## src/sv/stb_pkg.sv

```systemverilog
// Shared types and constants for the soft timer bank.
`timescale 1ns / 1ps

package stb_pkg;

  localparam int CMD_W          = 3;
  localparam int SLOT_W         = 4;
  localparam int VALUE_W        = 32;
  localparam int STATUS_W       = 2;
  localparam int NUM_SLOTS      = 16;
  localparam int MAX_TIMERS_DEF = 16;
  // power of two keeps the pointer wrap natural
  localparam int QUEUE_DEPTH    = 2;

  localparam logic [CMD_W-1:0] CMD_TICK   = 3'd0;
  localparam logic [CMD_W-1:0] CMD_CREATE = 3'd1;
  localparam logic [CMD_W-1:0] CMD_REMOVE = 3'd2;
  localparam logic [CMD_W-1:0] CMD_PAUSE  = 3'd3;
  localparam logic [CMD_W-1:0] CMD_RESUME = 3'd4;
  localparam logic [CMD_W-1:0] CMD_RESET  = 3'd5;

  typedef enum logic [STATUS_W-1:0] {
    ST_OK       = 2'd0,
    ST_NO_SPACE = 2'd1,
    ST_EXISTS   = 2'd2,
    ST_NO_TIMER = 2'd3
  } status_t;

  typedef enum logic [2:0] {
    K_TICK,
    K_CREATE,
    K_REMOVE,
    K_PAUSE,
    K_RESUME,
    K_RESET,
    K_NOP
  } kind_t;

  typedef enum logic [1:0] {
    E_IDLE,
    E_CMD,
    E_SWEEP,
    E_FLUSH
  } eng_state_t;

  typedef struct packed {
    kind_t               kind;
    logic [SLOT_W-1:0]   slot;
    logic                in_cap;
    logic [VALUE_W-1:0]  reload_value;
    logic                auto_reload;
    logic                run_enable;
  } item_t;

endpackage

```

## src/sv/stb_in_if.sv

```systemverilog
// Command channel of the soft timer bank.
`timescale 1ns / 1ps

interface stb_in_if;
  logic                        valid;
  logic                        ready;
  logic [stb_pkg::CMD_W-1:0]   cmd;
  logic [stb_pkg::SLOT_W-1:0]  slot;
  logic [stb_pkg::VALUE_W-1:0] reload_value;
  logic                        auto_reload;
  logic                        run_enable;

  modport source (output valid, cmd, slot, reload_value, auto_reload, run_enable,
                  input ready);
  modport sink (input valid, cmd, slot, reload_value, auto_reload, run_enable,
                output ready);
endinterface

```

## src/sv/stb_out_if.sv

```systemverilog
// Result channel of the soft timer bank.
`timescale 1ns / 1ps

interface stb_out_if;
  logic                         valid;
  logic                         ready;
  logic [stb_pkg::STATUS_W-1:0] status;
  logic                         fired;
  logic [stb_pkg::SLOT_W-1:0]   fired_slot;
  logic [stb_pkg::VALUE_W-1:0]  tick_count;
  logic                         last;

  modport source (output valid, status, fired, fired_slot, tick_count, last,
                  input ready);
  modport sink (input valid, status, fired, fired_slot, tick_count, last,
                output ready);
endinterface

```

## src/sv/multi_channel_soft_timer_bank.sv

```systemverilog
// Top level of the soft timer bank: command decode/queue and timer engine.
//
//   channel   dir   handshake      payload
//   items     in    valid/ready    cmd, slot, reload_value, auto_reload, run_enable
//   results   out   valid/ready    status, fired, fired_slot, tick_count, last
//
// A command other than tick is a read of the slot's count/reload memory,
// then the update and its result.
// A tick is a start, a sweep and a flush; the sweep reads MAX_TIMERS (at most
// 16) slots, one per cycle unless stalled, via the memory's single read port.
// Reset clears all flags, counters and the queue; the memory is not cleared,
// since an entry's value is used only after a create has written it.
// A stalled result register holds the sweep only when a second expiry is due.
`timescale 1ns / 1ps

module multi_channel_soft_timer_bank #(
  parameter int MAX_TIMERS = stb_pkg::MAX_TIMERS_DEF
) (
  input  logic      clk,
  input  logic      rst,
  stb_in_if.sink    items,
  stb_out_if.source results
);

  logic           q_valid;
  logic           q_ready;
  stb_pkg::item_t q_item;

  stb_front #(
    .MAX_TIMERS (MAX_TIMERS)
  ) u_front (
    .clk     (clk),
    .rst     (rst),
    .items   (items),
    .q_valid (q_valid),
    .q_ready (q_ready),
    .q_item  (q_item)
  );

  stb_engine #(
    .MAX_TIMERS (MAX_TIMERS)
  ) u_engine (
    .clk     (clk),
    .rst     (rst),
    .q_valid (q_valid),
    .q_ready (q_ready),
    .q_item  (q_item),
    .results (results)
  );

endmodule

```

## src/sv/stb_front.sv

```systemverilog
// Command decode and the short queue in front of the timer engine.
`timescale 1ns / 1ps

module stb_front #(
  parameter int MAX_TIMERS = stb_pkg::MAX_TIMERS_DEF
) (
  input  logic           clk,
  input  logic           rst,
  stb_in_if.sink         items,
  output logic           q_valid,
  input  logic           q_ready,
  output stb_pkg::item_t q_item
);

  localparam int QPTR_W = (stb_pkg::QUEUE_DEPTH > 1) ? $clog2(stb_pkg::QUEUE_DEPTH) : 1;
  localparam int QCNT_W = $clog2(stb_pkg::QUEUE_DEPTH + 1);

  stb_pkg::item_t     entries [0:stb_pkg::QUEUE_DEPTH-1];
  stb_pkg::item_t     cls;
  logic [QPTR_W-1:0]  wr_ptr;
  logic [QPTR_W-1:0]  rd_ptr;
  logic [QCNT_W-1:0]  q_count;
  logic               push;
  logic               pop;

  always_comb begin
    cls.slot         = items.slot;
    cls.in_cap       = int'(items.slot) < MAX_TIMERS;
    cls.reload_value = items.reload_value;
    cls.auto_reload  = items.auto_reload;
    cls.run_enable   = items.run_enable;
    unique case (items.cmd)
      stb_pkg::CMD_TICK:   cls.kind = stb_pkg::K_TICK;
      stb_pkg::CMD_CREATE: cls.kind = stb_pkg::K_CREATE;
      stb_pkg::CMD_REMOVE: cls.kind = stb_pkg::K_REMOVE;
      stb_pkg::CMD_PAUSE:  cls.kind = stb_pkg::K_PAUSE;
      stb_pkg::CMD_RESUME: cls.kind = stb_pkg::K_RESUME;
      stb_pkg::CMD_RESET:  cls.kind = stb_pkg::K_RESET;
      default:             cls.kind = stb_pkg::K_NOP;
    endcase
  end

  assign items.ready = q_count != QCNT_W'(stb_pkg::QUEUE_DEPTH);
  assign push        = items.valid && items.ready;
  assign q_valid     = q_count != '0;
  assign pop         = q_valid && q_ready;
  assign q_item      = entries[rd_ptr];

  always_ff @(posedge clk) begin
    if (push) begin
      entries[wr_ptr] <= cls;
    end
  end

  always_ff @(posedge clk) begin
    if (rst) begin
      wr_ptr  <= '0;
      rd_ptr  <= '0;
      q_count <= '0;
    end else begin
      if (push) wr_ptr <= wr_ptr + QPTR_W'(1);
      if (pop) rd_ptr <= rd_ptr + QPTR_W'(1);
      priority if (push && !pop) q_count <= q_count + QCNT_W'(1);
      else if (pop && !push) q_count <= q_count - QCNT_W'(1);
    end
  end

  a_count_bound: assert property (@(posedge clk) disable iff (rst)
    q_count <= QCNT_W'(stb_pkg::QUEUE_DEPTH))
    else $error("queue count beyond depth");

endmodule

```

## src/sv/stb_engine.sv

```systemverilog
// Timer engine: slot flags, count/reload memory, tick sweep and result register.
`timescale 1ns / 1ps

module stb_engine #(
  parameter int MAX_TIMERS = stb_pkg::MAX_TIMERS_DEF
) (
  input  logic           clk,
  input  logic           rst,
  input  logic           q_valid,
  output logic           q_ready,
  input  stb_pkg::item_t q_item,
  stb_out_if.source      results
);

  localparam int DEPTH = (MAX_TIMERS < stb_pkg::NUM_SLOTS) ? MAX_TIMERS
                                                           : stb_pkg::NUM_SLOTS;
  localparam int IDX_W = (DEPTH > 1) ? $clog2(DEPTH) : 1;
  localparam int TIU_W = $clog2(DEPTH + 1);
  localparam int VW    = stb_pkg::VALUE_W;
  localparam int SW    = stb_pkg::SLOT_W;
  localparam logic [IDX_W-1:0] LAST_IDX = IDX_W'(DEPTH - 1);

  stb_pkg::eng_state_t state, state_next;

  logic [DEPTH-1:0] slot_valid, valid_next;
  logic [DEPTH-1:0] slot_running, run_next;
  logic [DEPTH-1:0] slot_ar, ar_next;
  logic [TIU_W-1:0] timers_in_use, tiu_next;
  logic [VW-1:0]    tick_counter, tick_next;
  logic [IDX_W-1:0] proc_idx, proc_next;
  logic             pend_valid, pend_next;
  logic [SW-1:0]    pend_slot, pend_slot_next;

  logic [VW-1:0]    cnt_mem [0:DEPTH-1];
  logic [VW-1:0]    rel_mem [0:DEPTH-1];
  logic [VW-1:0]    cnt_q;
  logic [VW-1:0]    rel_q;
  logic             rd_en;
  logic [IDX_W-1:0] rd_addr;
  logic [IDX_W-1:0] wr_addr;
  logic             cnt_we;
  logic [VW-1:0]    cnt_wdata;
  logic             rel_we;

  logic             out_valid;
  logic             out_free;
  logic             emit;
  stb_pkg::status_t emit_status;
  logic             emit_fired;
  logic [SW-1:0]    emit_slot;
  logic             emit_last;

  logic [IDX_W-1:0] head_idx;
  logic             exists;
  logic             active;
  logic [VW-1:0]    dec;
  logic             fire;
  logic             stall;

  assign out_free = !out_valid || results.ready;
  assign head_idx = q_item.slot[IDX_W-1:0];
  assign exists   = q_item.in_cap && slot_valid[head_idx];
  assign active   = slot_valid[proc_idx] && slot_running[proc_idx];
  assign dec      = (cnt_q != '0) ? cnt_q - VW'(1) : cnt_q;
  assign fire     = active && (dec == '0);
  // a second expiry needs the held one out of the way first
  assign stall    = fire && pend_valid && !out_free;

  always_comb begin
    state_next     = state;
    q_ready        = 1'b0;
    rd_en          = 1'b0;
    rd_addr        = head_idx;
    wr_addr        = head_idx;
    cnt_we         = 1'b0;
    cnt_wdata      = q_item.reload_value;
    rel_we         = 1'b0;
    valid_next     = slot_valid;
    run_next       = slot_running;
    ar_next        = slot_ar;
    tiu_next       = timers_in_use;
    tick_next      = tick_counter;
    proc_next      = proc_idx;
    pend_next      = pend_valid;
    pend_slot_next = pend_slot;
    emit           = 1'b0;
    emit_status    = stb_pkg::ST_OK;
    emit_fired     = 1'b0;
    emit_slot      = '0;
    emit_last      = 1'b1;

    unique case (state)
      stb_pkg::E_IDLE: begin
        if (q_valid) begin
          rd_en = 1'b1;
          if (q_item.kind == stb_pkg::K_TICK) begin
            rd_addr    = '0;
            proc_next  = '0;
            tick_next  = tick_counter + VW'(1);
            state_next = stb_pkg::E_SWEEP;
          end else begin
            state_next = stb_pkg::E_CMD;
          end
        end
      end

      stb_pkg::E_CMD: begin
        if (out_free) begin
          emit       = 1'b1;
          q_ready    = 1'b1;
          state_next = stb_pkg::E_IDLE;
          unique case (q_item.kind)
            stb_pkg::K_CREATE: begin
              priority if (int'(timers_in_use) >= MAX_TIMERS || !q_item.in_cap) begin
                emit_status = stb_pkg::ST_NO_SPACE;
              end else if (slot_valid[head_idx]) begin
                emit_status = stb_pkg::ST_EXISTS;
              end else begin
                valid_next[head_idx] = 1'b1;
                ar_next[head_idx]    = q_item.auto_reload;
                run_next[head_idx]   = q_item.run_enable;
                rel_we               = 1'b1;
                cnt_we               = 1'b1;
                tiu_next             = timers_in_use + TIU_W'(1);
              end
            end
            stb_pkg::K_REMOVE: begin
              if (!exists) begin
                emit_status = stb_pkg::ST_NO_TIMER;
              end else begin
                // memory contents of a free slot are never used
                valid_next[head_idx] = 1'b0;
                ar_next[head_idx]    = 1'b0;
                run_next[head_idx]   = 1'b0;
                tiu_next             = timers_in_use - TIU_W'(1);
              end
            end
            stb_pkg::K_PAUSE: begin
              if (!exists) emit_status = stb_pkg::ST_NO_TIMER;
              else run_next[head_idx] = 1'b0;
            end
            stb_pkg::K_RESUME: begin
              if (!exists) emit_status = stb_pkg::ST_NO_TIMER;
              else run_next[head_idx] = 1'b1;
            end
            stb_pkg::K_RESET: begin
              if (!exists) begin
                emit_status = stb_pkg::ST_NO_TIMER;
              end else begin
                cnt_we             = 1'b1;
                cnt_wdata          = rel_q;
                run_next[head_idx] = 1'b1;
              end
            end
            default: begin
            end
          endcase
        end
      end

      stb_pkg::E_SWEEP: begin
        if (!stall) begin
          wr_addr = proc_idx;
          if (active) begin
            cnt_we    = 1'b1;
            cnt_wdata = fire ? rel_q : dec;
          end
          if (fire) begin
            if (pend_valid) begin
              emit       = 1'b1;
              emit_fired = 1'b1;
              emit_slot  = pend_slot;
              emit_last  = 1'b0;
            end
            pend_next      = 1'b1;
            pend_slot_next = SW'(proc_idx);
            if (!slot_ar[proc_idx]) run_next[proc_idx] = 1'b0;
          end
          if (proc_idx == LAST_IDX) begin
            state_next = stb_pkg::E_FLUSH;
          end else begin
            rd_en     = 1'b1;
            rd_addr   = proc_idx + IDX_W'(1);
            proc_next = proc_idx + IDX_W'(1);
          end
        end
      end

      stb_pkg::E_FLUSH: begin
        if (out_free) begin
          // held expiry goes out as the final one, else an empty result
          emit       = 1'b1;
          emit_fired = pend_valid;
          emit_slot  = pend_valid ? pend_slot : '0;
          pend_next  = 1'b0;
          q_ready    = 1'b1;
          state_next = stb_pkg::E_IDLE;
        end
      end
    endcase
  end

  always_ff @(posedge clk) begin
    if (rst) state <= stb_pkg::E_IDLE;
    else state <= state_next;
  end

  always_ff @(posedge clk) begin
    if (rst) begin
      slot_valid    <= '0;
      slot_running  <= '0;
      slot_ar       <= '0;
      timers_in_use <= '0;
      tick_counter  <= '0;
      proc_idx      <= '0;
      pend_valid    <= 1'b0;
    end else begin
      slot_valid    <= valid_next;
      slot_running  <= run_next;
      slot_ar       <= ar_next;
      timers_in_use <= tiu_next;
      tick_counter  <= tick_next;
      proc_idx      <= proc_next;
      pend_valid    <= pend_next;
    end
  end

  always_ff @(posedge clk) begin
    pend_slot <= pend_slot_next;
  end

  always_ff @(posedge clk) begin
    if (cnt_we) cnt_mem[wr_addr] <= cnt_wdata;
    if (rel_we) rel_mem[wr_addr] <= q_item.reload_value;
    if (rd_en) begin
      cnt_q <= cnt_mem[rd_addr];
      rel_q <= rel_mem[rd_addr];
    end
  end

  always_ff @(posedge clk) begin
    if (rst) out_valid <= 1'b0;
    else if (emit) out_valid <= 1'b1;
    else if (results.ready) out_valid <= 1'b0;
  end

  always_ff @(posedge clk) begin
    if (emit) begin
      results.status     <= emit_status;
      results.fired      <= emit_fired;
      results.fired_slot <= emit_slot;
      results.tick_count <= tick_next;
      results.last       <= emit_last;
    end
  end

  assign results.valid = out_valid;

  a_tiu_matches: assert property (@(posedge clk) disable iff (rst)
    int'(timers_in_use) == $countones(slot_valid))
    else $error("timer count disagrees with valid slots");

  a_emit_free: assert property (@(posedge clk) disable iff (rst)
    emit |-> (!out_valid || results.ready))
    else $error("result written over one not yet taken");

  a_pop_state: assert property (@(posedge clk) disable iff (rst)
    q_ready |-> (state == stb_pkg::E_CMD || state == stb_pkg::E_FLUSH))
    else $error("queue popped outside command or flush");

  a_idle_clear: assert property (@(posedge clk) disable iff (rst)
    (state == stb_pkg::E_IDLE) |-> !pend_valid)
    else $error("expiry held across ticks");

endmodule

```

## src/flat_wrapper.sv

```systemverilog
// flat-port wrapper written by rule: the top's interface ports become plain ports
module multi_channel_soft_timer_bank_flat 
#(
  parameter int MAX_TIMERS = stb_pkg::MAX_TIMERS_DEF
)
  (clk, rst, items_valid, items_cmd, items_slot, items_reload_value, items_auto_reload, items_run_enable, items_ready, results_valid, results_status, results_fired, results_fired_slot, results_tick_count, results_last, results_ready);
  stb_in_if items_i ();
  stb_out_if results_i ();
  input  logic clk;
  input  logic rst;
  input wire logic [$bits(items_i.valid)-1:0] items_valid;
  input wire logic [$bits(items_i.cmd)-1:0] items_cmd;
  input wire logic [$bits(items_i.slot)-1:0] items_slot;
  input wire logic [$bits(items_i.reload_value)-1:0] items_reload_value;
  input wire logic [$bits(items_i.auto_reload)-1:0] items_auto_reload;
  input wire logic [$bits(items_i.run_enable)-1:0] items_run_enable;
  output wire logic [$bits(items_i.ready)-1:0] items_ready;
  output wire logic [$bits(results_i.valid)-1:0] results_valid;
  output wire logic [$bits(results_i.status)-1:0] results_status;
  output wire logic [$bits(results_i.fired)-1:0] results_fired;
  output wire logic [$bits(results_i.fired_slot)-1:0] results_fired_slot;
  output wire logic [$bits(results_i.tick_count)-1:0] results_tick_count;
  output wire logic [$bits(results_i.last)-1:0] results_last;
  input wire logic [$bits(results_i.ready)-1:0] results_ready;
  assign items_i.valid = items_valid;
  assign items_i.cmd = items_cmd;
  assign items_i.slot = items_slot;
  assign items_i.reload_value = items_reload_value;
  assign items_i.auto_reload = items_auto_reload;
  assign items_i.run_enable = items_run_enable;
  assign items_ready = items_i.ready;
  assign results_valid = results_i.valid;
  assign results_status = results_i.status;
  assign results_fired = results_i.fired;
  assign results_fired_slot = results_i.fired_slot;
  assign results_tick_count = results_i.tick_count;
  assign results_last = results_i.last;
  assign results_i.ready = results_ready;
  multi_channel_soft_timer_bank #(.MAX_TIMERS(MAX_TIMERS)) u_core (.clk(clk), .rst(rst), .items(items_i), .results(results_i));
endmodule
```

## config.mk

```make
export PLATFORM = sky130hd
export DESIGN_NAME = multi_channel_soft_timer_bank_flat
export DESIGN_NICKNAME = d
export VERILOG_FILES = /design/src/sv/stb_pkg.sv /design/src/sv/stb_in_if.sv /design/src/sv/stb_out_if.sv /design/src/sv/multi_channel_soft_timer_bank.sv /design/src/sv/stb_front.sv /design/src/sv/stb_engine.sv /design/src/flat_wrapper.sv
export SDC_FILE = /design/constraint.sdc
export NUM_CORES = 2
export LEC_CHECK = 0
export BUFFER_PORTS_ARGS = -buffer_cell sky130_fd_sc_hd__buf_2
export CORE_UTILIZATION = 55
export CTS_CLUSTER_DIAMETER = 150
export CTS_CLUSTER_SIZE = 24
export DETAILED_ROUTE_END_ITERATION = 8
export PLACE_DENSITY = 0.74
export REMOVE_ABC_BUFFERS = 1
export SYNTH_ARGS = -nofsm -noshare
export SYNTH_HDL_FRONTEND = slang
export SYNTH_SLANG_ARGS = --single-unit
```

## constraint.sdc

```tcl
create_clock -name clk -period 11.65 [get_ports clk]
set_clock_uncertainty 0.2 [all_clocks]
set_input_delay 0 -clock clk [delete_from_list [all_inputs] [get_ports clk]]
set_output_delay 0 -clock clk [all_outputs]
set_load 0.01 [all_outputs]
```

==> flow_summary.json <==
{
  "finalSetupViolations": 0,
  "setup_fix_buffers_added_after_clock_tree_synthesis": 0,
  "timing.critical_path.arrival_ps": 8480,
  "num_io_pins": 87,
  "grt_pass1_vias": 34170,
  "port_buffers": 86,
  "timing.max_cap.violations": 0,
  "area_growth_pct": 8.432,
  "power.density_mw_per_mm2": 222.7,
  "hold_path.class": "input port to flip-flop",
  "overflow": 0,
  "initial_utilization": 0.5541,
  "clockRootBuffer": "clkbuf_16",
  "crit_type": "flip-flop to flip-flop",
  "grt_pass1_wl_mm": 220.9,
  "synth.yosys.seq_area_share": 0.6934,
  "numCtsBuffers": 60,
  "synth_edf_count": 1214,
  "worstSkewPairLatency_ps": 740,
  "whs_ps": 59.83,
  "peakVddDrop_uv": 354.7,
  "final-hold-violation-count": 0,
  "vias_per_cell": 6.794,
  "timing.critical_path.from_type": "flip-flop",
  "cts-root-to-sink-buffers": 3,
  "max_freq_ghz": 0.1202,
  "antenna_found_initial": 3,
  "stdcell_area_mm2": 0.06008,
  "drtPass1Iterations": 6,
  "cts_repair_resize_count": 0,
  "drc": 0,
  "drt_iter0_markers": 4674,
  "worstSetupEndpointType": "flip-flop",
  "finalCritPeriodShare": 0.7142,
  "placed_cell_area_mm2": 0.05757,
  "post_synth_num_cell_types": 71,
  "globalRouteTotalUtil": 0.2933,
  "post_synth_instance_area_mm2": 0.05541,
  "timing_worst_slew_pin_value_ps": 1371,
  "routabilityCongestion": 0.9512,
  "post_route_cells_drive_above_1_share": 0.1674,
  "wl_per_cell_um": 28.91,
  "crit_required_ps": 11800,
  "die_w_um": 319.4,
  "placeableCoreArea_mm2": 0.1000,
  "design.final.nets": 3992,
  "std_cell_rows": 116,
  "synth_seq_cells": 1312,
  "tritoncts_clock_tree": "done",
  "design.die.area_mm2": 0.1020,
  "reg2reg_setup_slack_ps": 3330,
  "unrepaired_setup_endpoints_after_global_routing": "false",
  "synth-main-ff-cell": "edfxtp_1",
  "max_slew_margin": 0.06259,
  "utilization": 0.6008,
  "dr_total_vias": 35710,
  "hpwl_mm": 85.25,
  "die-height_um": 319.4,
  "total_number_of_clock_tree_sinks": 1312,
  "routed_wl_mm": 151.9,
  "final_max_slew_viol_count": 0,
  "drtAntennaViolNets": 0,
  "final.min_clock_period_ps": 8321,
  "clkSlewWorstSetupHoldPaths_ps": 100,
  "grt_start_max_net_pins": 161,
  "critPathMaxFanout": 62,
  "synth.avg_cell_area_um2": 14.31,
  "most-common-layout-cells": "1,214 x edfxtp_1, 325 x mux2_2, 249 x o21ai_0",
  "post_synth_arst_share": 0,
  "synthCells": 3871,
  "cts_hold_repair.buffers": 85,
  "ctsHtreeMaxLevel": 2,
  "layout_commonest_cell": "edfxtp_1",
  "outcome": "completed",
  "synth-warning-count": 0,
  "power_leakage_uw": 0.01907
}
==> synth_stat cells, types with 23 or more instances <==
library cell     n  area share
edfxtp_1      1214        0.66
mux2_2         325       0.066
o21ai_0        249       0.022
clkbuf_1       210       0.014
a21oi_1        168       0.015
inv_1          168       0.011
nand2_1        167       0.011
nor2_1         143      0.0097
o22ai_1        125       0.014
o211ai_1       123       0.017
mux2i_1        121       0.022
o2111ai_1      119       0.019
dfxtp_1         98       0.035
a211oi_1        91       0.012
nor4_1          76      0.0086
nand3_1         52      0.0047
nor2b_1         47      0.0053
buf_2           34      0.0031
xnor2_1         32      0.0051
o221ai_1        27      0.0043
nor3_1          25      0.0023
buf_1           23      0.0016
==> kinds of logic (layout without fill, tap and decap cells) <==
group,Yosys count,after routing,share of synthesized area
XOR/XNOR,53,53,0.008378
adder cells (fa/ha/maj),17,17,0.003929
flip-flops,1312,1312,0.6934
buffers and inverters,439,523,0.03078
AND/OR/NAND/NOR,617,617,0.05573
multiplexers,460,460,0.09340
other,0,2,0
AO/OA/AOI/OAI,973,973,0.1144
==> routing by layer <==
| layer | vias up | routed length (um) | global-route usage |
|---|---|---|---|
| li1 | 15220 | - | - |
| met1 | 17830 | 59350 | 0.3971 |
| met2 | 2260 | 70040 | 0.4659 |
| met3 | 399 | 16530 | 0.06376 |
| met4 | 2 | 6004 | 0.1108 |
| met5 | - | 11 | 0 |
==> state kept, by name, indices dropped and copies added (netlist names), 2 cells and up, named ones only <==
name / count
u_core.u_engine.slot_ar: 16
u_core.u_engine.cnt_mem: 512
u_core.u_front.entries: 82
u_core.u_engine.rel_q: 32
u_core.u_engine.tick_counter: 32
u_core.u_engine.slot_running: 16
u_core.u_engine.state: 2
u_core.u_front.q_count: 2
u_core.u_engine.timers_in_use: 5
u_core.u_engine.results.tick_count: 32
u_core.u_engine.proc_idx: 4
u_core.u_engine.results.fired_slot: 4
u_core.u_engine.results.status: 2
u_core.u_engine.pend_slot: 4
u_core.u_engine.rel_mem: 512
u_core.u_engine.cnt_q: 32
==> power by group <==
group,internal [uW],switching [uW],total (uW)
Combinational,1370,3200,4570
Clock,970,1420,2390
Sequential,6150,267,6420
Total,8490,4890,13400
==> path summary, 6_finish.rpt <==
check / end / depth (start not counted) / startpoint
min: u_core.u_front.entries[0][38] / 3 / items_cmd[1]
min reg2reg: u_core.u_engine.slot_ar[8] / 2 / u_core.u_engine.slot_ar[8]
max reg2reg: u_core.u_engine.cnt_q[3] / 16 / u_core.u_engine.cnt_q[0]
max: u_core.u_engine.cnt_q[3] / 16 / u_core.u_engine.cnt_q[0]
==> stage by stage <==
step	cells	setup TNS [ps]	setup slack, ps	power [uW]
global placement	5082	0	3616	10810
detailed placement	5082	0	3753	10910
CTS	5253	0	3649	13240
global route	5253	0	3315	13750
finish	5255	0	3329	13380
floorplan	3600	-664420	-10590	9662
==> critical path: stages, from the launching register on <==
cell and delay [ps]:
edfxtp_1 530, inv_1 130, ha_1 240, nor4b_1 460
nand4_1 460, nor3_2 260, buf_4 270, o21ai_0 400
a2111o_1 530, or4_4 540, nor3_4 140, buf_4 540
o211a_4 870, buf_4 900, mux2i_1 330, a211oi_1 100
nor4_1 990
==> area by class of cell <==
cell class / count / area [um2]
flip-flops and latches: 1312 / 38420
inverters: 168 / 630.6
diodes: 2 / 5.005
repair buffers: 269 / 2042
multi-input cells: 2120 / 15700
clock buffers: 83 / 1609
well taps: 1298 / 1624
fillers: 7404 / 39920
clock inverters: 3 / 48.80
Power figures use the tool's default switching activity.
